**config.mk**
```make
export PLATFORM = sky130hd
export DESIGN_NAME = pin_change_timestamp_capture_flat
export DESIGN_NICKNAME = d
export VERILOG_FILES = /design/src/rtl/core/pctc_pkg.sv /design/src/rtl/core/pctc_in_if.sv /design/src/rtl/core/pctc_out_if.sv /design/src/rtl/core/pctc_regs.sv /design/src/rtl/core/pctc_result_buf.sv /design/src/rtl/core/pin_change_timestamp_capture.sv /design/src/flat_wrapper.sv
export SDC_FILE = /design/constraint.sdc
export NUM_CORES = 1
export LEC_CHECK = 0
export BUFFER_PORTS_ARGS = -buffer_cell sky130_fd_sc_hd__buf_2
export CAP_MARGIN = 20
export CORE_UTILIZATION = 58
export CTS_CLUSTER_SIZE = 40
export DETAILED_ROUTE_END_ITERATION = 16
export HOLD_SLACK_MARGIN = 0.1
export PLACE_DENSITY_LB_ADDON = 0.3
export SYNTH_ARGS = -nofsm -noshare
export SYNTH_HDL_FRONTEND = slang
export SYNTH_SLANG_ARGS = --single-unit
```
**constraint.sdc**
```tcl
create_clock -name clk -period 6.4 [get_ports clk]
set_input_delay 0.96 -clock clk [delete_from_list [all_inputs] [get_ports clk]]
set_output_delay 0.96 -clock clk [all_outputs]
set_load 0.02 [all_outputs]
```
**src/rtl/core/pctc_pkg.sv**
```systemverilog
`default_nettype none

package pctc_pkg;

    // Field widths of the item and result channels.
    localparam int KIND_W  = 3;
    localparam int PIN_W   = 16;
    localparam int COUNT_W = 11;
    localparam int TS_W    = 32;
    localparam int GEN_W   = 32;
    localparam int CAUSE_W = 2;
    localparam int RKIND_W = 3;

    // Configuration port geometry.
    localparam int APB_DW = 32;
    localparam int APB_AW = 3;

    // Largest number of edges one run can record.
    localparam int CAPACITY = 1024;

    // Register reset values.
    localparam logic [COUNT_W-1:0] LIMIT_RESET = COUNT_W'(CAPACITY);
    localparam logic [PIN_W-1:0]   MASK_RESET  = PIN_W'((1 << 1) | (1 << 2) | (1 << 3) |
                                                        (1 << 5) | (1 << 14) | (1 << 15));

    // Register index, taken from the word address.
    typedef enum logic {
        REG_EDGE_QUOTA = 1'b0,
        REG_PIN_SELECT = 1'b1
    } reg_idx_t;

    // Input item kinds.
    typedef enum logic [KIND_W-1:0] {
        KIND_SAMPLE     = 3'd0,
        KIND_ARM        = 3'd1,
        KIND_HOST_STOP  = 3'd2,
        KIND_FORCE_SAFE = 3'd3,
        KIND_CLEAR      = 3'd4
    } kind_t;

    // Result item kinds.
    typedef enum logic [RKIND_W-1:0] {
        RES_EDGE     = 3'd0,
        RES_STARTED  = 3'd1,
        RES_STOPPED  = 3'd2,
        RES_ACCEPTED = 3'd3,
        RES_REJECTED = 3'd4
    } rkind_t;

    // Reasons a run ended.
    typedef enum logic [CAUSE_W-1:0] {
        CAUSE_NONE  = 2'd0,
        CAUSE_LIMIT = 2'd1,
        CAUSE_HOST  = 2'd2,
        CAUSE_FORCE = 2'd3
    } cause_t;

    // Live configuration.
    typedef struct packed {
        logic [COUNT_W-1:0] edge_quota;
        logic [PIN_W-1:0]   pin_select;
    } cfg_t;

    // One result item.
    typedef struct packed {
        logic               last;
        rkind_t             result_kind;
        logic [TS_W-1:0]    timestamp;
        logic [PIN_W-1:0]   masked_pins;
        logic [COUNT_W-1:0] record_count;
        cause_t             stop_cause;
        logic               busy_res;
        logic [GEN_W-1:0]   generation_number;
    } result_t;

    // Results handed from the capture logic to the result buffer.
    typedef struct packed {
        logic        load;
        logic [1:0]  count;
        result_t     first;
        result_t     second;
    } push_t;

endpackage

`default_nettype wire

```
**src/rtl/core/pctc_in_if.sv**
```systemverilog
`default_nettype none

interface pctc_in_if import pctc_pkg::*; ();

    logic              valid;
    logic              ready;
    logic [KIND_W-1:0] kind;
    logic [PIN_W-1:0]  pins;

    modport source (output valid, output kind, output pins, input ready);
    modport sink (input valid, input kind, input pins, output ready);

endinterface

`default_nettype wire

```
**src/rtl/core/pctc_out_if.sv**
```systemverilog
`default_nettype none

interface pctc_out_if import pctc_pkg::*; ();

    logic               valid;
    logic               ready;
    logic               last;
    logic [RKIND_W-1:0] result_kind;
    logic [TS_W-1:0]    timestamp;
    logic [PIN_W-1:0]   masked_pins;
    logic [COUNT_W-1:0] record_count;
    logic [CAUSE_W-1:0] stop_cause;
    logic               busy_res;
    logic [GEN_W-1:0]   generation_number;

    modport source (
        output valid, output last, output result_kind, output timestamp,
        output masked_pins, output record_count, output stop_cause,
        output busy_res, output generation_number, input ready
    );
    modport sink (
        input valid, input last, input result_kind, input timestamp,
        input masked_pins, input record_count, input stop_cause,
        input busy_res, input generation_number, output ready
    );

endinterface

`default_nettype wire

```
**src/rtl/core/pctc_regs.sv**
```systemverilog
`default_nettype none

module pctc_regs import pctc_pkg::*; (
    input  wire logic              clk,
    input  wire logic              rst_n,
    input  wire logic              psel,
    input  wire logic              penable,
    input  wire logic              pwrite,
    input  wire logic [APB_AW-1:0] paddr,
    input  wire logic [APB_DW-1:0] pwdata,
    output logic      [APB_DW-1:0] prdata,
    output logic                   pready,
    output cfg_t                   cfg
);

    logic [COUNT_W-1:0] limit_reg;
    logic [PIN_W-1:0]   mask_reg;
    logic               wr_en;
    reg_idx_t           idx;

    // Registers sit on word addresses; the low address bits are ignored.
    assign idx    = reg_idx_t'(paddr[2]);
    assign wr_en  = psel && penable && pwrite;
    assign pready = 1'b1;

    // Register writes.
    always_ff @(posedge clk or negedge rst_n)
    begin
        if (!rst_n)
        begin
            limit_reg <= LIMIT_RESET;
            mask_reg  <= MASK_RESET;
        end
        else if (wr_en)
        begin
            unique case (idx)
                REG_EDGE_QUOTA: limit_reg <= pwdata[COUNT_W-1:0];
                REG_PIN_SELECT: mask_reg  <= pwdata[PIN_W-1:0];
                default:        ;
            endcase
        end
    end

    // Read-back mux.
    always_comb
    begin
        unique case (idx)
            REG_EDGE_QUOTA: prdata = APB_DW'(limit_reg);
            REG_PIN_SELECT: prdata = APB_DW'(mask_reg);
            default:        prdata = '0;
        endcase
    end

    assign cfg.edge_quota = limit_reg;
    assign cfg.pin_select = mask_reg;

endmodule

`default_nettype wire

```
**src/rtl/core/pctc_result_buf.sv**
```systemverilog
`default_nettype none

module pctc_result_buf import pctc_pkg::*; (
    input  wire logic  clk,
    input  wire logic  rst_n,
    input  push_t      push,
    output logic       free,
    pctc_out_if.source out_ch
);

    result_t    slot0_reg;
    result_t    slot1_reg;
    logic [1:0] cnt_reg;
    logic       pop;

    assign out_ch.valid = (cnt_reg != 2'd0);
    assign pop          = out_ch.valid && out_ch.ready;

    // New results may enter once everything held has been taken.
    assign free = (cnt_reg == 2'd0) || ((cnt_reg == 2'd1) && out_ch.ready);

    // Fill count.
    always_ff @(posedge clk or negedge rst_n)
    begin
        if (!rst_n)
        begin
            cnt_reg <= 2'd0;
        end
        else if (push.load)
        begin
            cnt_reg <= push.count;
        end
        else if (pop)
        begin
            cnt_reg <= cnt_reg - 2'd1;
        end
    end

    // Result slots; the second moves to the head when the head is taken.
    always_ff @(posedge clk)
    begin
        if (push.load)
        begin
            slot0_reg <= push.first;
            slot1_reg <= push.second;
        end
        else if (pop)
        begin
            slot0_reg <= slot1_reg;
        end
    end

    assign out_ch.last              = slot0_reg.last;
    assign out_ch.result_kind       = slot0_reg.result_kind;
    assign out_ch.timestamp         = slot0_reg.timestamp;
    assign out_ch.masked_pins       = slot0_reg.masked_pins;
    assign out_ch.record_count      = slot0_reg.record_count;
    assign out_ch.stop_cause        = slot0_reg.stop_cause;
    assign out_ch.busy_res          = slot0_reg.busy_res;
    assign out_ch.generation_number = slot0_reg.generation_number;

    // The buffer never holds more than the two results of one item.
    a_cnt_range: assert property (@(posedge clk) disable iff (!rst_n)
        cnt_reg != 2'd3)
        else $error("result buffer over-filled");

    // With two results held, only the second closes the item.
    a_last_order: assert property (@(posedge clk) disable iff (!rst_n)
        (cnt_reg == 2'd2) |-> (!slot0_reg.last && slot1_reg.last))
        else $error("last flag out of order in result buffer");

    // Loads only happen into a drained buffer.
    a_load_free: assert property (@(posedge clk) disable iff (!rst_n)
        push.load |-> free)
        else $error("results loaded over pending results");

endmodule

`default_nettype wire

```
**src/rtl/core/pin_change_timestamp_capture.sv**
```systemverilog
`default_nettype none

// Edge timestamp capture of masked input pins. Each input item passes an input register,
// is evaluated against the capture state and leaves its results (none, one or
// two) in a two-entry result buffer. One item is accepted per clock cycle as long as the
// result side keeps up; the input register can take the next item while results still wait.
// An item that reaches the event limit yields an edge record and a stop record; both enter
// the result buffer together. Sample items advance the 32-bit tick counter; commands do
// not. Registers: edge_quota at byte 0x0 and pin_select at byte 0x4; write them only while
// no item is in flight. An edge_quota of zero acts as one and values above 1024 act as 1024.

module pin_change_timestamp_capture import pctc_pkg::*; (
    input  wire logic              clk,
    input  wire logic              rst_n,
    input  wire logic              psel,
    input  wire logic              penable,
    input  wire logic              pwrite,
    input  wire logic [APB_AW-1:0] paddr,
    input  wire logic [APB_DW-1:0] pwdata,
    output logic      [APB_DW-1:0] prdata,
    output logic                   pready,
    pctc_in_if.sink                in_ch,
    pctc_out_if.source             out_ch
);

    cfg_t  cfg;
    push_t push;
    logic  buf_free;

    // Input register.
    logic              s1_valid_reg;
    logic [KIND_W-1:0] s1_kind_reg;
    logic [PIN_W-1:0]  s1_pins_reg;
    logic              consume;

    // Capture state.
    logic [TS_W-1:0]    tick_reg,    tick_next;
    logic [PIN_W-1:0]   prev_reg,    prev_next;
    logic [COUNT_W-1:0] events_reg,  events_next;
    logic               running_reg, running_next;
    logic               armed_reg,   armed_next;
    cause_t             cause_reg,   cause_next;
    logic [GEN_W-1:0]   gen_reg,     gen_next;

    // Per-item evaluation.
    logic [PIN_W-1:0]   mp;
    logic [COUNT_W-1:0] limit_eff;
    logic               busy;
    logic               limit_hit;
    logic [COUNT_W-1:0] events_inc;
    logic [1:0]         n_res;
    rkind_t             k0, k1;
    logic [COUNT_W-1:0] c0, c1;

    pctc_regs u_regs (
        .clk     (clk),
        .rst_n   (rst_n),
        .psel    (psel),
        .penable (penable),
        .pwrite  (pwrite),
        .paddr   (paddr),
        .pwdata  (pwdata),
        .prdata  (prdata),
        .pready  (pready),
        .cfg     (cfg)
    );

    pctc_result_buf u_buf (
        .clk    (clk),
        .rst_n  (rst_n),
        .push   (push),
        .free   (buf_free),
        .out_ch (out_ch)
    );

    // The held item moves on once the result buffer has drained.
    assign consume     = s1_valid_reg && buf_free;
    assign in_ch.ready = !s1_valid_reg || consume;

    always_ff @(posedge clk or negedge rst_n)
    begin
        if (!rst_n)
        begin
            s1_valid_reg <= 1'b0;
        end
        else if (in_ch.ready)
        begin
            s1_valid_reg <= in_ch.valid;
        end
    end

    always_ff @(posedge clk)
    begin
        if (in_ch.valid && in_ch.ready)
        begin
            s1_kind_reg <= in_ch.kind;
            s1_pins_reg <= in_ch.pins;
        end
    end

    // Common terms of the evaluation.
    always_comb
    begin
        mp         = s1_pins_reg & cfg.pin_select;
        busy       = armed_reg || running_reg;
        events_inc = events_reg + COUNT_W'(1);
        if (cfg.edge_quota == '0)
        begin
            limit_eff = COUNT_W'(1);
        end
        else if (cfg.edge_quota > COUNT_W'(CAPACITY))
        begin
            limit_eff = COUNT_W'(CAPACITY);
        end
        else
        begin
            limit_eff = cfg.edge_quota;
        end
        limit_hit = ({1'b0, events_reg} + (COUNT_W + 1)'(1)) >= {1'b0, limit_eff};
    end

    // Next state and result kinds for the held item.
    always_comb
    begin
        tick_next    = tick_reg;
        prev_next    = prev_reg;
        events_next  = events_reg;
        running_next = running_reg;
        armed_next   = armed_reg;
        cause_next   = cause_reg;
        gen_next     = gen_reg;
        n_res        = 2'd0;
        k0           = RES_ACCEPTED;
        k1           = RES_ACCEPTED;
        c0           = events_reg;
        c1           = events_reg;

        case (s1_kind_reg) inside
            KIND_SAMPLE:
            begin
                tick_next = tick_reg + TS_W'(1);
                if (armed_reg)
                begin
                    // This sample is the baseline of the run.
                    armed_next   = 1'b0;
                    running_next = 1'b1;
                    prev_next    = mp;
                    events_next  = '0;
                    cause_next   = CAUSE_NONE;
                    n_res        = 2'd1;
                    k0           = RES_STARTED;
                    c0           = '0;
                end
                else if (running_reg && (mp != prev_reg))
                begin
                    events_next = events_inc;
                    prev_next   = mp;
                    k0          = RES_EDGE;
                    c0          = events_reg;
                    if (limit_hit)
                    begin
                        running_next = 1'b0;
                        cause_next   = CAUSE_LIMIT;
                        n_res        = 2'd2;
                        k1           = RES_STOPPED;
                        c1           = events_inc;
                    end
                    else
                    begin
                        n_res = 2'd1;
                    end
                end
            end
            KIND_ARM:
            begin
                n_res = 2'd1;
                if (busy)
                begin
                    k0 = RES_REJECTED;
                end
                else
                begin
                    events_next = '0;
                    cause_next  = CAUSE_NONE;
                    armed_next  = 1'b1;
                    c0          = '0;
                end
            end
            KIND_HOST_STOP, KIND_FORCE_SAFE:
            begin
                armed_next   = 1'b0;
                running_next = 1'b0;
                if (running_reg)
                begin
                    cause_next = (s1_kind_reg == KIND_HOST_STOP) ? CAUSE_HOST : CAUSE_FORCE;
                end
                else if (armed_reg && (s1_kind_reg == KIND_HOST_STOP))
                begin
                    cause_next = CAUSE_HOST;
                end
                // A stop record precedes the accept when a run or a host stop of an arm ends.
                if (running_reg || (armed_reg && (s1_kind_reg == KIND_HOST_STOP)))
                begin
                    n_res = 2'd2;
                    k0    = RES_STOPPED;
                    k1    = RES_ACCEPTED;
                end
                else
                begin
                    n_res = 2'd1;
                end
            end
            KIND_CLEAR:
            begin
                n_res = 2'd1;
                if (busy)
                begin
                    k0 = RES_REJECTED;
                end
                else
                begin
                    gen_next    = gen_reg + GEN_W'(1);
                    events_next = '0;
                    prev_next   = mp;
                    cause_next  = CAUSE_NONE;
                    c0          = '0;
                end
            end
            default:
            begin
                // Unknown kinds are dropped without effect.
            end
        endcase
    end

    // Result items carry the stop cause, busy flag and generation as they stand after the item.
    always_comb
    begin
        push.load   = consume && (n_res != 2'd0);
        push.count  = n_res;

        push.first.last              = (n_res == 2'd1);
        push.first.result_kind       = k0;
        push.first.timestamp         = tick_reg;
        push.first.masked_pins       = mp;
        push.first.record_count      = c0;
        push.first.stop_cause        = cause_next;
        push.first.busy_res          = armed_next || running_next;
        push.first.generation_number = gen_next;

        push.second                  = push.first;
        push.second.last             = 1'b1;
        push.second.result_kind      = k1;
        push.second.record_count     = c1;
    end

    // Capture state registers, updated when the held item is evaluated.
    always_ff @(posedge clk or negedge rst_n)
    begin
        if (!rst_n)
        begin
            tick_reg    <= '0;
            prev_reg    <= '0;
            events_reg  <= '0;
            running_reg <= 1'b0;
            armed_reg   <= 1'b0;
            cause_reg   <= CAUSE_NONE;
            gen_reg     <= GEN_W'(1);
        end
        else if (consume)
        begin
            tick_reg    <= tick_next;
            prev_reg    <= prev_next;
            events_reg  <= events_next;
            running_reg <= running_next;
            armed_reg   <= armed_next;
            cause_reg   <= cause_next;
            gen_reg     <= gen_next;
        end
    end

    // Armed and running exclude each other.
    a_arm_run: assert property (@(posedge clk) disable iff (!rst_n)
        !(armed_reg && running_reg))
        else $error("armed and running both set");

    // The event count never passes the capacity.
    a_events_cap: assert property (@(posedge clk) disable iff (!rst_n)
        events_reg <= COUNT_W'(CAPACITY))
        else $error("event count beyond capacity");

    // Only an evaluated sample item moves the tick counter.
    a_tick_hold: assert property (@(posedge clk) disable iff (!rst_n)
        !(consume && (s1_kind_reg == KIND_SAMPLE)) |=> $stable(tick_reg))
        else $error("tick counter moved without a sample");

endmodule

`default_nettype wire

```
**src/flat_wrapper.sv**
```systemverilog
// flat-port wrapper written by rule: the top's interface ports become plain ports
module pin_change_timestamp_capture_flat import pctc_pkg::*;
  (clk, rst_n, psel, penable, pwrite, paddr, pwdata, prdata, pready, in_ch_valid, in_ch_kind, in_ch_pins, in_ch_ready, out_ch_valid, out_ch_last, out_ch_result_kind, out_ch_timestamp, out_ch_masked_pins, out_ch_record_count, out_ch_stop_cause, out_ch_busy_res, out_ch_generation_number, out_ch_ready);
  pctc_in_if in_ch_i ();
  pctc_out_if out_ch_i ();
  input  wire logic clk;
  input  wire logic rst_n;
  input  wire logic psel;
  input  wire logic penable;
  input  wire logic pwrite;
  input  wire logic [APB_AW-1:0] paddr;
  input  wire logic [APB_DW-1:0] pwdata;
  output logic      [APB_DW-1:0] prdata;
  output logic pready;
  input wire logic [$bits(in_ch_i.valid)-1:0] in_ch_valid;
  input wire logic [$bits(in_ch_i.kind)-1:0] in_ch_kind;
  input wire logic [$bits(in_ch_i.pins)-1:0] in_ch_pins;
  output wire logic [$bits(in_ch_i.ready)-1:0] in_ch_ready;
  output wire logic [$bits(out_ch_i.valid)-1:0] out_ch_valid;
  output wire logic [$bits(out_ch_i.last)-1:0] out_ch_last;
  output wire logic [$bits(out_ch_i.result_kind)-1:0] out_ch_result_kind;
  output wire logic [$bits(out_ch_i.timestamp)-1:0] out_ch_timestamp;
  output wire logic [$bits(out_ch_i.masked_pins)-1:0] out_ch_masked_pins;
  output wire logic [$bits(out_ch_i.record_count)-1:0] out_ch_record_count;
  output wire logic [$bits(out_ch_i.stop_cause)-1:0] out_ch_stop_cause;
  output wire logic [$bits(out_ch_i.busy_res)-1:0] out_ch_busy_res;
  output wire logic [$bits(out_ch_i.generation_number)-1:0] out_ch_generation_number;
  input wire logic [$bits(out_ch_i.ready)-1:0] out_ch_ready;
  assign in_ch_i.valid = in_ch_valid;
  assign in_ch_i.kind = in_ch_kind;
  assign in_ch_i.pins = in_ch_pins;
  assign in_ch_ready = in_ch_i.ready;
  assign out_ch_valid = out_ch_i.valid;
  assign out_ch_last = out_ch_i.last;
  assign out_ch_result_kind = out_ch_i.result_kind;
  assign out_ch_timestamp = out_ch_i.timestamp;
  assign out_ch_masked_pins = out_ch_i.masked_pins;
  assign out_ch_record_count = out_ch_i.record_count;
  assign out_ch_stop_cause = out_ch_i.stop_cause;
  assign out_ch_busy_res = out_ch_i.busy_res;
  assign out_ch_generation_number = out_ch_i.generation_number;
  assign out_ch_i.ready = out_ch_ready;
  pin_change_timestamp_capture u_core (.clk(clk), .rst_n(rst_n), .psel(psel), .penable(penable), .pwrite(pwrite), .paddr(paddr), .pwdata(pwdata), .prdata(prdata), .pready(pready), .in_ch(in_ch_i), .out_ch(out_ch_i));
endmodule
```
### Word-level counts from Yosys, hierarchy flattened

Cells that the tools add are included.

* divide/modulo/power cells: 0
* multipliers: 0
* order comparisons: 2
* shift-type cells: 0
* add/sub/neg operators: 5
* reductions and logical operators: 29
* mux-type cells: 70
* equal/unequal tests: 11
* bitwise operators: 4

Operators by type and width (count)
* 98-bit 2-to-1 mux: 2
* 11-bit 2-to-1 mux: 15
* 32-bit 2-to-1 mux: 5
* 16-bit 2-to-1 mux: 7
* 32-bit by 1-bit adder with 32-bit output (second input constant): 2
* 32-bit one-hot mux with 2 select lines: 1
* 2-bit 2-to-1 mux: 21
* 16-bit AND: 1
* 16-bit != test: 1
* 3-bit 2-to-1 mux: 5
* 1-bit 2-to-1 mux: 14
* 11-bit by 1-bit adder with 12-bit output (second input constant): 1
* 12-bit by 11-bit >= comparator with 1-bit output: 1
* 11-bit by 1-bit adder with 11-bit output (second input constant): 1
* 11-bit > comparator (second input constant): 1
* 11-bit logical NOT: 1
* 1-bit logical AND: 9
* 2-bit AND reduction: 4
* 2-bit nonzero test: 4
* 3-bit by 2-bit == test with 1-bit output (second input constant): 2
* 6-bit AND reduction: 1
* 1-bit logical OR: 5
* 2-bit by 1-bit == test with 1-bit output (second input constant): 2
* 2-bit by 1-bit != test with 1-bit output (second input constant): 2
* other kinds (11): 13

* word-level logic and storage cells: 149
* bits in latches: 0
* memories kept: 0
* input port bits: 61
* output and inout port bits: 133
* RAM bits: 0
* bits in registers: 339
* memory bits (read-only): 0

### Longest topological paths before layout

Gate-level depths: netlist (run 1).

* depth after elaboration: 11
* gate-level depth with buffers: 14
* mapped depth without buffers: 14

### Cells and area by module

Synthesis (run 1) repeated with hierarchy kept, for this count alone.

* cells, all modules: 1131
* area total of the unflattened synthesis: 15605.0 sq um

Modules (own cells, without submodules)
* pctc_result_buf: cells an instance 324, seq. area each 5935.7 sq um, times used 1, area an instance 7417.1 sq um
* pin_change_timestamp_capture: cells an instance 712, seq. area each 2974.1 sq um, times used 1, area an instance 6784.0 sq um
* pctc_regs: cells an instance 95, seq. area each 684.4 sq um, times used 1, area an instance 1403.8 sq um

### Worst setup path before layout (run 1)

No wires, ideal clock.

* path kind: input to register
* from: in out_ch_ready
* to: reg u_core.u_buf.slot0_reg, in the netlist u_core.u_buf.out_ch.result_kind[0] (data pin)
* arrival time: 5.052 ns
* path slack: 0.942 ns
* setup time: 0.406 ns
* buffers on the path: 2
* data required time: 5.994 ns
* stages: 9
* cells stage by stage: a21oi_1 > nor2_1 > nand3_1 > a211oi_1 > nor2_2 > inv_2 > buf_2 > buf_1 > a21oi_1

RTL lines
* start, declared: line flat_wrapper.sv:28 `input wire logic [$bits(out_ch_i.ready)-1:0] out_ch_ready;`
* end signal, assigned: line pctc_result_buf.sv:44 `slot0_reg <= push.first;`
* end signal, assigned: line pctc_result_buf.sv:49 `slot0_reg <= slot1_reg;`
* end, declared: line pctc_result_buf.sv:11 `result_t slot0_reg;`

### Final worst setup path (run 1)

* from: reg u_core.events_reg[0]
* to: reg u_core.u_buf.slot0_reg, in the netlist u_core.u_buf.out_ch.last (data pin)

* word-level cells in the longest chain between the ends: 9
* elaborated cells on any way between the ends: 10
* classes of those cells: add/sub: 1; order compare: 1; eq/ne: 1; mux: 5; reduce/logical: 2

Ends and longest elaborated chain
* start, declared: line pin_change_timestamp_capture.sv:39 `logic [COUNT_W-1:0] events_reg, events_next;`
* start signal, assigned: line pin_change_timestamp_capture.sv:274 `events_reg <= events_next;`
* 11-bit by 1-bit adder with 12-bit output (*): line pin_change_timestamp_capture.sv:119 `limit_hit = ({1'b0, events_reg} + (COUNT_W + 1)'(1)) >= {1'b0, limit_eff};`
* 12-bit by 11-bit >= comparator with 1-bit output (*): line pin_change_timestamp_capture.sv:119
* 2-bit 2-to-1 mux (*): line pin_change_timestamp_capture.sv:160 `if (limit_hit)`
* 2-bit 2-to-1 mux (*): line pin_change_timestamp_capture.sv:154 `else if (running_reg && (mp != prev_reg))`
* 2-bit 2-to-1 mux (*): line pin_change_timestamp_capture.sv:142 `if (armed_reg)`
* 2-bit 2-to-1 mux (*): line pin_change_timestamp_capture.sv:138 `case (s1_kind_reg) inside`
* 2-bit nonzero test: line pin_change_timestamp_capture.sv:239 `push.load = consume && (n_res != 2'd0);`
* 1-bit logical AND: line pin_change_timestamp_capture.sv:239
* 98-bit 2-to-1 mux (*): line pctc_result_buf.sv:42 `if (push.load)`

Mark *: on every way between the ends. The rest lies on a longest branch, timed or not.
A chain may end at the register's enable or synchronous reset.

==> flow_metrics.py, run 1 <==
metrics = {
    "run_status": {
        "status": "complete, no violations",
    },
    "sta": {
        "setup_violations": 0,
        "fin_crit_ns": 4.04,
        "hold_violations": 0,
        "tightest_slew_ns": 1.05,
        "slew_headroom": 0.297,
        "fin_skew_ns": 0.0167,
        "tns_ns": 0,
        "holdWs_ns": 0.446,
        "period_share": 0.631,
        "slew_viol_final": 0,
        "grt_setup_unrepaired": "no",
        "setup_slack_ns": 2.36,
        "max_freq_ghz": 0.247,
    },
    "setup_path": {
        "slowest_stage": "or4_1",
        "cp-start-kind": "register",
        "path_depth": 12,
        "critPathBufInv": 1,
        "cp.arrival_ns": 4.28,
        "max_stage_delay_ns": 0.61,
        "path_cells": "ha_1 > and3_1 > and3_1 > nand3_1 > nor2_1 > xor2_1 > ha_1 > nand3_1 > or4_1 > a211o_1 > a21oi_1 > inv_1",
        "startpoint": "u_core.events_reg[0]",
        "endpoint": "u_core.u_buf.out_ch.last",
        "worst-setup-path-type": "register to register",
        "r2r_setup_slack_ns": 2.36,
        "r2r_cells": 12,
        "r2r_start": "u_core.events_reg[0]",
        "r2r_end": "u_core.u_buf.out_ch.last",
        "worstSetupEndpointType": "register",
        "crit_path_max_fanout": 16,
        "cp.required_ns": 6.64,
        "cp_top_family": "simple AND/OR/NAND/NOR gates",
    },
    "cells_and_area": {
        "multiInputGateArea_um2": 5060,
        "largest_reg_flops": 95,
        "regArea_um2": 9500,
        "drive_above_1_share": 0.220,
        "post-route-util": 0.680,
        "area_growth_pct": 14.8,
        "final_cell_mix": "219 x nand2_1, 212 x edfxtp_1, 157 x buf_2",
        "n_antenna_cell": 0,
        "final_net_count": 1471,
        "fillers": 1859,
        "final_common_cell": "nand2_1",
    },
    "die": {
        "die_area_um2": 26400,
        "coreArea_um2": 25200,
        "dieWidth_um": 162,
        "initial_core_util": 0.593,
        "row_count": 58,
        "ioPinCount": 194,
        "die_h_um": 162,
    },
    "global_route": {
        "grt_pass1_vias": 9215,
        "grtUsageTotal": 0.228,
        "grt_first_pass_wirelength_um": 47100,
        "grt_max_degree": 117,
        "antenna_found_initial": 2,
        "grt_overflow": 0,
    },
    "drt": {
        "wl_per_cell_um": 16.7,
        "avgViaCountPerCell": 5.42,
        "totalWireLength_um": 29200,
        "vias": 9487,
        "top_layer_used": "met5",
        "drt_iter0_markers": 649,
        "drc": 0,
        "drtPass1Iterations": 5,
        "ant_nets": 0,
        "met1_length_um": 13100,
        "wl_met2_um": 14000,
        "wl_met3_um": 1580,
    },
    "clock_tree": {
        "clock_latency_ns": 0.52,
        "htreeDepth": 2,
        "cts_setup_buffers": 0,
        "cts_root_buffer": "clkbuf_16",
        "cts.sinks": 337,
        "tritoncts": "done",
        "cts_resized": 0,
        "cts_hold_buf": 0,
        "cts_buffers": 35,
        "cts_buffer_depth": 3,
        "path_clk_slew_ns": 0.06,
    },
    "min_path": {
        "hold_class": "register to register",
    },
    "yosys": {
        "synth-seq-area-share": 0.637,
        "synth_area_leaders": "edfxtp_1 43%, dfrtp_1 20%, nand2_1 5.5%",
        "synth_top_area_share": 0.426,
        "netlist_area_um2": 14900,
        "synthCells": 1247,
        "synth_seq_cells": 337,
        "synth_top_area_cell": "edfxtp_1",
        "yosysWarnings": 0,
        "synth_edf_count": 212,
        "ys_types": 65,
        "synth-main-ff-cell": "edfxtp_1",
        "synth_area_per_cell_um2": 12.0,
        "synth-async-reset-ratio": 0.371,
    },
    "placement": {
        "gp_congestion": 0.848,
        "post-place-ws_ns": 2.16,
        "port_buffers": 158,
        "hpwl_um": 19000,
    },
    "run": {
        "maxCapViolCount": 0,
    },
    "power_and_ir_drop": {
        "p_leak_nw": 7.43,
        "ir_worst_vdd_v": 0.000289,
        "p_total_mw": 7.99,
        "power_density_nw_per_um2": 467,
    },
}
[worst register-to-register path: stages, from the launching register on]
cell,delay [ns]
dfrtp_1,0.48
ha_1,0.34
and3_1,0.24
and3_1,0.20
nand3_1,0.22
nor2_1,0.20
xor2_1,0.24
ha_1,0.19
nand3_1,0.10
or4_1,0.61
a211o_1,0.58
a21oi_1,0.27
inv_1,0.10
[final cells by class]
type | count | share of cell area
inverters | 19 | 0.00460
clock buffers | 45 | 0.0575
multi-input cells | 834 | 0.296
clock inverters | 19 | 0.0132
well taps | 330 | 0.0241
flip-flops and latches | 337 | 0.555
repair buffers | 167 | 0.0503
[logic make-up (layout without fill, tap and decap cells)]
logic type | count (synthesis) | after routing | share of synthesized area
other | 2 | 17 | 0.000503
buffers and inverters | 91 | 250 | 0.0283
AO/OA/AOI/OAI | 108 | 108 | 0.0455
AND/OR/NAND/NOR | 510 | 510 | 0.155
adder cells (fa/ha/maj) | 17 | 17 | 0.0141
XOR/XNOR | 112 | 112 | 0.0672
multiplexers | 70 | 70 | 0.0528
flip-flops | 337 | 337 | 0.637
[through the flow]
stage,area (µm²),cells
floorplan,15000,1262
global placement,15900,1687
detailed placement,15900,1687
CTS,17100,1751
global route,17100,1751
finish,17100,1751
[how the worst min path moves through the flow]
stage | depth (start not counted) | slack (ns) | startpoint | endpoint
global placement | 0 | 0.43 | u_core.tick_reg[25] | u_core.u_buf.slot1_reg[87]
floorplan | 0 | 0.42 | u_core.tick_reg[11] | u_core.u_buf.slot1_reg[73]
global route | 0 | 0.46 | u_core.tick_reg[11] | u_core.u_buf.slot1_reg[73]
CTS | 0 | 0.45 | u_core.tick_reg[11] | u_core.u_buf.slot1_reg[73]
detailed placement | 0 | 0.44 | u_core.tick_reg[11] | u_core.u_buf.slot1_reg[73]
finish | 0 | 0.45 | u_core.tick_reg[11] | u_core.u_buf.slot1_reg[73]
[metal layers]
layer / up-vias / global-route usage
met2: 264 / 0.372
met4: 4 / 0.0643
met5: - / 0
met3: 45 / 0.0407
li1: 4610 / -
met1: 4564 / 0.314
[Yosys cell counts, types with 2 or more instances]
| cell | count |
|---|---|
| a211o_1 | 2 |
| a211oi_1 | 3 |
| a21o_1 | 2 |
| a21oi_1 | 36 |
| a22o_1 | 3 |
| a31oi_1 | 11 |
| a41oi_1 | 2 |
| and2_1 | 25 |
| and3_1 | 31 |
| and4_1 | 5 |
| buf_1 | 10 |
| buf_2 | 5 |
| buf_4 | 18 |
| clkbuf_1 | 38 |
| conb_1 | 2 |
| dfrtp_1 | 117 |
| dfstp_2 | 8 |
| edfxtp_1 | 212 |
| ha_1 | 16 |
| inv_1 | 18 |
| mux2_1 | 3 |
| mux2_2 | 67 |
| nand2_1 | 219 |
| nand2b_1 | 5 |
| nand3_1 | 40 |
| nand4_1 | 21 |
| nor2_1 | 133 |
| nor2_2 | 2 |
| nor2b_1 | 3 |
| nor3_1 | 8 |
| nor4_1 | 3 |
| o21ai_0 | 25 |
| o22a_1 | 8 |
| o22ai_1 | 4 |
| or2_2 | 3 |
| xnor2_1 | 62 |
| xnor2_2 | 3 |
| xor2_1 | 47 |
[power breakdown]
part / internal [mW] / switching, mW / total, mW
combinational: 0.705 / 1.58 / 2.29
sequential: 3.29 / 0.307 / 3.60
clock: 1.29 / 0.812 / 2.10
(Power assumes the default switching activity.)
==> run 2: changes to the inputs <==
--- a/config.mk
+++ b/config.mk
@@ -7,7 +7,7 @@
 export LEC_CHECK = 0
 export BUFFER_PORTS_ARGS = -buffer_cell sky130_fd_sc_hd__buf_2
 export CAP_MARGIN = 20
-export CORE_UTILIZATION = 58
+export CORE_UTILIZATION = 52
 export CTS_CLUSTER_SIZE = 40
 export DETAILED_ROUTE_END_ITERATION = 16
 export HOLD_SLACK_MARGIN = 0.1
==> constraint.sdc (replaced) <==
create_clock -name clk -period 3.56 [get_ports clk]
set_input_delay 0.534 -clock clk [delete_from_list [all_inputs] [get_ports clk]]
set_output_delay 0.534 -clock clk [all_outputs]
set_load 0.02 [all_outputs]
==> flow_metrics.py, run 2 (synthesis gave the netlist of run 1 again) <==
metrics = {
    "cells_and_area": {
        "final_common_cell": "nand2_1",
        "layout.cells.non_filler": 1822,
        "final_area_um2": 17400,
        "final_net_count": 1492,
        "area_growth_pct": 16.7,
        "post-route-util": 0.622,
        "largest_reg_flops": 95,
        "final_cell_mix": "219 x nand2_1, 212 x edfxtp_1, 157 x buf_2",
        "drive_above_1_share": 0.236,
    },
    "placement": {
        "post-place-ws_ns": 0.0442,
        "placed_cells": 1754,
        "placed_area_um2": 16200,
        "hpwl_um": 18900,
        "gp_congestion": 0.814,
        "port_buffers": 158,
    },
    "global_route": {
        "grt_pass1_vias": 9129,
        "grt_max_degree": 114,
        "busiest_layer": "met2",
        "grt_first_pass_wirelength_um": 46800,
        "grt_overflow": 0,
        "grtUsageTotal": 0.203,
        "grt_util_met2": 0.323,
        "antenna_found_initial": 1,
        "met1_usage": 0.284,
        "use_met3": 0.0368,
    },
    "die": {
        "die_area_um2": 29400,
        "coreArea_um2": 28000,
        "die_h_um": 171,
        "initial_core_util": 0.533,
        "dieWidth_um": 171,
        "ioPinCount": 194,
        "row_count": 61,
    },
    "clock_tree": {
        "path_clk_slew_ns": 0.06,
        "tritoncts": "done",
        "cts_buffer_depth": 3,
        "cts_root_buffer": "clkbuf_16",
        "cts.sinks": 337,
        "cts_setup_buffers": 0,
        "cts_buffers": 36,
        "clock_latency_ns": 0.51,
        "htreeDepth": 2,
    },
    "drt": {
        "drc": 0,
        "avgViaCountPerCell": 5.22,
        "ant_nets": 0,
        "drtPass1Iterations": 5,
        "drt_iter0_markers": 684,
        "vias": 9507,
        "totalWireLength_um": 28800,
        "wl_per_cell_um": 15.8,
    },
    "setup_path": {
        "max_stage_delay_ns": 0.58,
        "critPathBufInv": 1,
        "worst-setup-path-type": "register to register",
        "cp_top_family": "simple AND/OR/NAND/NOR gates",
        "r2r_start": "u_core.events_reg[0]",
        "cp.arrival_ns": 3.62,
        "crit_path_max_fanout": 3,
        "path_depth": 13,
        "cp-start-kind": "register",
        "path_cells": "ha_1 > and3_1 > and3_1 > nand3_1 > nor2_1 > xor2_1 > ha_1 > nand3_1 > or4_4 > buf_4 > a21oi_1 > o22ai_1 > mux2_2",
        "cp.required_ns": 3.82,
        "r2r_setup_slack_ns": 0.20,
        "r2r_end": "u_core.u_buf.out_ch.stop_cause[1]",
        "worstSetupEndpointType": "register",
        "slowest_stage": "or4_4",
        "r2r_cells": 13,
    },
    "sta": {
        "setup_violations": 0,
        "setup_slack_ns": 0.201,
        "slew_viol_final": 0,
        "max_freq_ghz": 0.298,
        "period_share": 0.944,
        "grt_setup_unrepaired": "no",
        "hold_violations": 0,
        "fin_crit_ns": 3.36,
        "fin_skew_ns": 0.0138,
        "slew_headroom": 0.314,
        "tightest_slew_ns": 1.03,
        "tns_ns": 0,
        "holdWs_ns": 0.192,
    },
    "min_path": {
        "hold_depth": 1,
        "hold_class": "primary input to register",
        "holdPathEnd": "u_core.s1_pins_reg[12]",
        "min_from": "in_ch_pins[12]",
    },
    "power_and_ir_drop": {
        "p_total_mw": 14.5,
        "power_density_nw_per_um2": 830,
        "ir_worst_vdd_v": 0.000431,
        "p_leak_nw": 7.54,
    },
    "run": {
        "maxCapViolCount": 0,
    },
    "run_status": {
        "status": "complete, no violations",
    },
}
run 2: cell count changes in the layout (fill, tap and decap cells not counted), moves of 2 or more:
cell        before  now
nor3_2           0    2
buf_4           10   25
buf_12           0    4
clkinvlp_4       0    3
clkbuf_1         4    8
nor3_1           8    6
clkinv_1         7    2
run 2: how the worst max path moves through the flow:
stage                            start                                 end  slack (ns)
6_report          u_core.events_reg[0]   u_core.u_buf.out_ch.stop_cause[1]        0.20
5_1_grt           u_core.events_reg[0]          u_core.u_buf.slot1_reg[45]        0.03
4_1_cts           u_core.events_reg[0]             u_core.u_buf.cnt_reg[1]        0.02
3_5_place_dp      u_core.events_reg[0]             u_core.u_buf.cnt_reg[1]        0.04
3_3_place_gp      u_core.events_reg[0]            u_core.u_buf.out_ch.last        0.12
2_1_floorplan  u_core.u_buf.cnt_reg[0]  u_core.u_buf.out_ch.result_kind[0]        0.01
run 2: area by class of cell:
cell class	instances	area (µm²)
diodes	1	2.50
clock buffers	49	1010
clock inverters	17	199
fillers	2235	10600
inverters	19	80.1
multi-input cells	834	5090
flip-flops and latches	337	9500
well taps	378	473
repair buffers	187	1060
run 2: where the power goes:
group / switching [mW] / total, mW / internal (mW)
Sequential: 0.517 / 6.43 / 5.91
Combinational: 2.89 / 4.25 / 1.36
Clock: 1.49 / 3.78 / 2.29
run 2: worst register-to-register path, stage by stage, from the launching register on:
cell and delay [ns]:
dfrtp_1 0.38, ha_1 0.21, and3_1 0.17, and3_1 0.21, nand3_1 0.15, nor2_1 0.08
xor2_1 0.16, ha_1 0.32, nand3_1 0.10, or4_4 0.58, buf_4 0.16, a21oi_1 0.16
o22ai_1 0.15, mux2_2 0.29
run 2: what timing repair did:
action                                  in CTS  in global routing
endpoints found under the hold margin       14                  0
resized for setup                            0                  6
hold buffers                                 1                  0
endpoints found under the setup margin       0                 15
run 2: metal layers:
metal  routed length (µm)  part of all wire  vias to the layer above
met5                    0                 0                        -
met3                 1730             0.060                       50
li1                     -                 -                     4659
met2                13300              0.46                      267
met4                  681             0.024                        0
met1                13000              0.45                     4531
==> run 3: changes to the inputs <==
==> constraint.sdc (replaced) <==
create_clock -name clk -period 2.7 [get_ports clk]
set_input_delay 0.405 -clock clk [delete_from_list [all_inputs] [get_ports clk]]
set_output_delay 0.405 -clock clk [all_outputs]
set_load 0.02 [all_outputs]
==> flow_metrics.py, run 3 (synthesis gave the netlist of run 1 again) <==
metrics = {
    "die": {
        "initial_core_util": 0.533,
        "ioPinCount": 194,
        "dieWidth_um": 171,
        "row_count": 61,
        "coreArea_um2": 28000,
        "die_area_um2": 29400,
        "die_h_um": 171,
    },
    "placement": {
        "hpwl_um": 21000,
        "post-place-ws_ns": -0.377,
        "gp_congestion": 0.857,
        "placed_area_um2": 16900,
        "port_buffers": 158,
    },
    "clock_tree": {
        "cts.sinks": 337,
        "clock_latency_ns": 0.52,
        "tritoncts": "done",
        "htreeDepth": 2,
        "cts_buffers": 35,
        "path_clk_slew_ns": 0.06,
        "cts_buffer_depth": 3,
        "cts_root_buffer": "clkbuf_16",
    },
    "setup_path": {
        "startpoint": "u_core.events_reg[1]",
        "r2r_cells": 11,
        "worst-setup-path-type": "register to register",
        "cp-start-kind": "register",
        "r2r_start": "u_core.events_reg[1]",
        "cp.required_ns": 2.97,
        "cp.arrival_ns": 3.30,
        "r2r_setup_slack_ns": -0.33,
        "worstSetupEndpointType": "register",
        "crit_path_max_fanout": 7,
    },
    "drt": {
        "vias": 9981,
        "totalWireLength_um": 31100,
        "avgViaCountPerCell": 5.23,
        "drt_iter0_markers": 588,
        "wl_per_cell_um": 16.3,
        "ant_nets": 0,
        "drtPass1Iterations": 5,
        "drc": 0,
    },
    "sta": {
        "tightest_slew_ns": 0.652,
        "hold_violations": 0,
        "slew_viol_final": 0,
        "slew_headroom": 0.565,
        "period_share": 1.12,
        "fin_skew_ns": 0.0142,
        "setup_slack_ns": -0.334,
        "max_freq_ghz": 0.330,
        "fin_crit_ns": 3.03,
        "grt_setup_unrepaired": "yes",
        "setup_violations": 24,
    },
    "global_route": {
        "antenna_found_initial": 0,
        "grt_pass1_vias": 9843,
        "grtUsageTotal": 0.216,
        "grt_overflow": 0,
        "grt_first_pass_wirelength_um": 49700,
        "grt_max_degree": 60,
    },
    "power_and_ir_drop": {
        "p_leak_nw": 7.95,
        "ir_worst_vdd_v": 0.000579,
        "p_total_mw": 19.2,
        "power_density_nw_per_um2": 1050,
    },
    "cells_and_area": {
        "largest_reg_flops": 95,
        "final_net_count": 1582,
        "final_cell_mix": "219 x nand2_1, 212 x edfxtp_1, 157 x buf_2",
        "final_common_cell": "nand2_1",
        "drive_above_1_share": 0.285,
        "n_antenna_cell": 0,
        "area_growth_pct": 22.6,
        "final_area_um2": 18300,
    },
    "run_status": {
        "status": "finished with violations",
        "violations": "setup timing",
    },
    "min_path": {
        "min_from": "in_ch_valid",
        "hold_class": "primary input to register",
        "hold_depth": 2,
    },
    "run": {
        "maxCapViolCount": 0,
    },
}
run 3: repair_timing:
| action | CTS | global route |
|---|---|---|
| endpoints found under the hold margin | 56 | 1 |
| pin swaps | 3 | 3 |
| hold buffers | 20 | 1 |
| gates resized for setup | 5 | 13 |
| cloned | 1 | 1 |
| endpoints found under the setup margin | 23 | 60 |
| buffers inserted | 1 | 2 |
run 3: power by group:
group | internal (mW) | switching (mW) | total [mW] | leakage [nW]
clock network | 2.51 | 1.95 | 4.47 | 0.506
logic | 2.16 | 4.12 | 6.28 | 3.80
registers | 7.79 | 0.624 | 8.41 | 3.64
run 3: cell type report:
cell class	instances	area, µm²
clock inverters	11	78.8
flip-flops and latches	337	9510
fillers	2147	9710
inverters	19	82.6
clock buffers	52	971
repair buffers	277	1880
well taps	378	473
multi-input cells	835	5320
run 3: worst max-delay path: stages, from the launching register on:
cell	delay, ns
dfrtp_2	0.42
ha_4	0.16
and3_4	0.15
and3_4	0.19
nand3_4	0.10
nor2_4	0.04
xor2_1	0.15
ha_1	0.31
nand3_2	0.07
or4_4	0.47
a211o_4	0.43
mux2_2	0.29
run 3: worst paths after layout:
kind / endpoint
min: u_core.s1_valid_reg
max in group asynchronous: u_core.gen_reg[0]
max: u_core.u_buf.slot1_reg[36]
max reg2reg: u_core.u_buf.slot1_reg[36]
min reg2reg: u_core.u_buf.slot1_reg[73]
min in group asynchronous: u_core.u_regs.mask_reg[12]
run 3: layer usage:
layer,vias to the layer above,global-route usage,share of wire
met4,0,0.0629,0.025
li1,4851,-,-
met2,250,0.366,0.49
met1,4820,0.288,0.44
met3,60,0.0315,0.043
met5,-,0,0
run 3: through the flow:
stage / hold slack, ns / TNS (ns) / instances / util
2_1_floorplan: 0.109 / -59.60 / 1262 / -
3_3_place_gp: 0.425 / -4.48 / 1819 / 0.603
3_5_place_dp: 0.441 / -5.47 / 1820 / 0.604
4_1_cts: 0.102 / -5.30 / 1905 / 0.650
5_1_grt: 0.107 / -7.61 / 1909 / 0.654
6_report: 0.114 / -5.32 / 1909 / 0.654
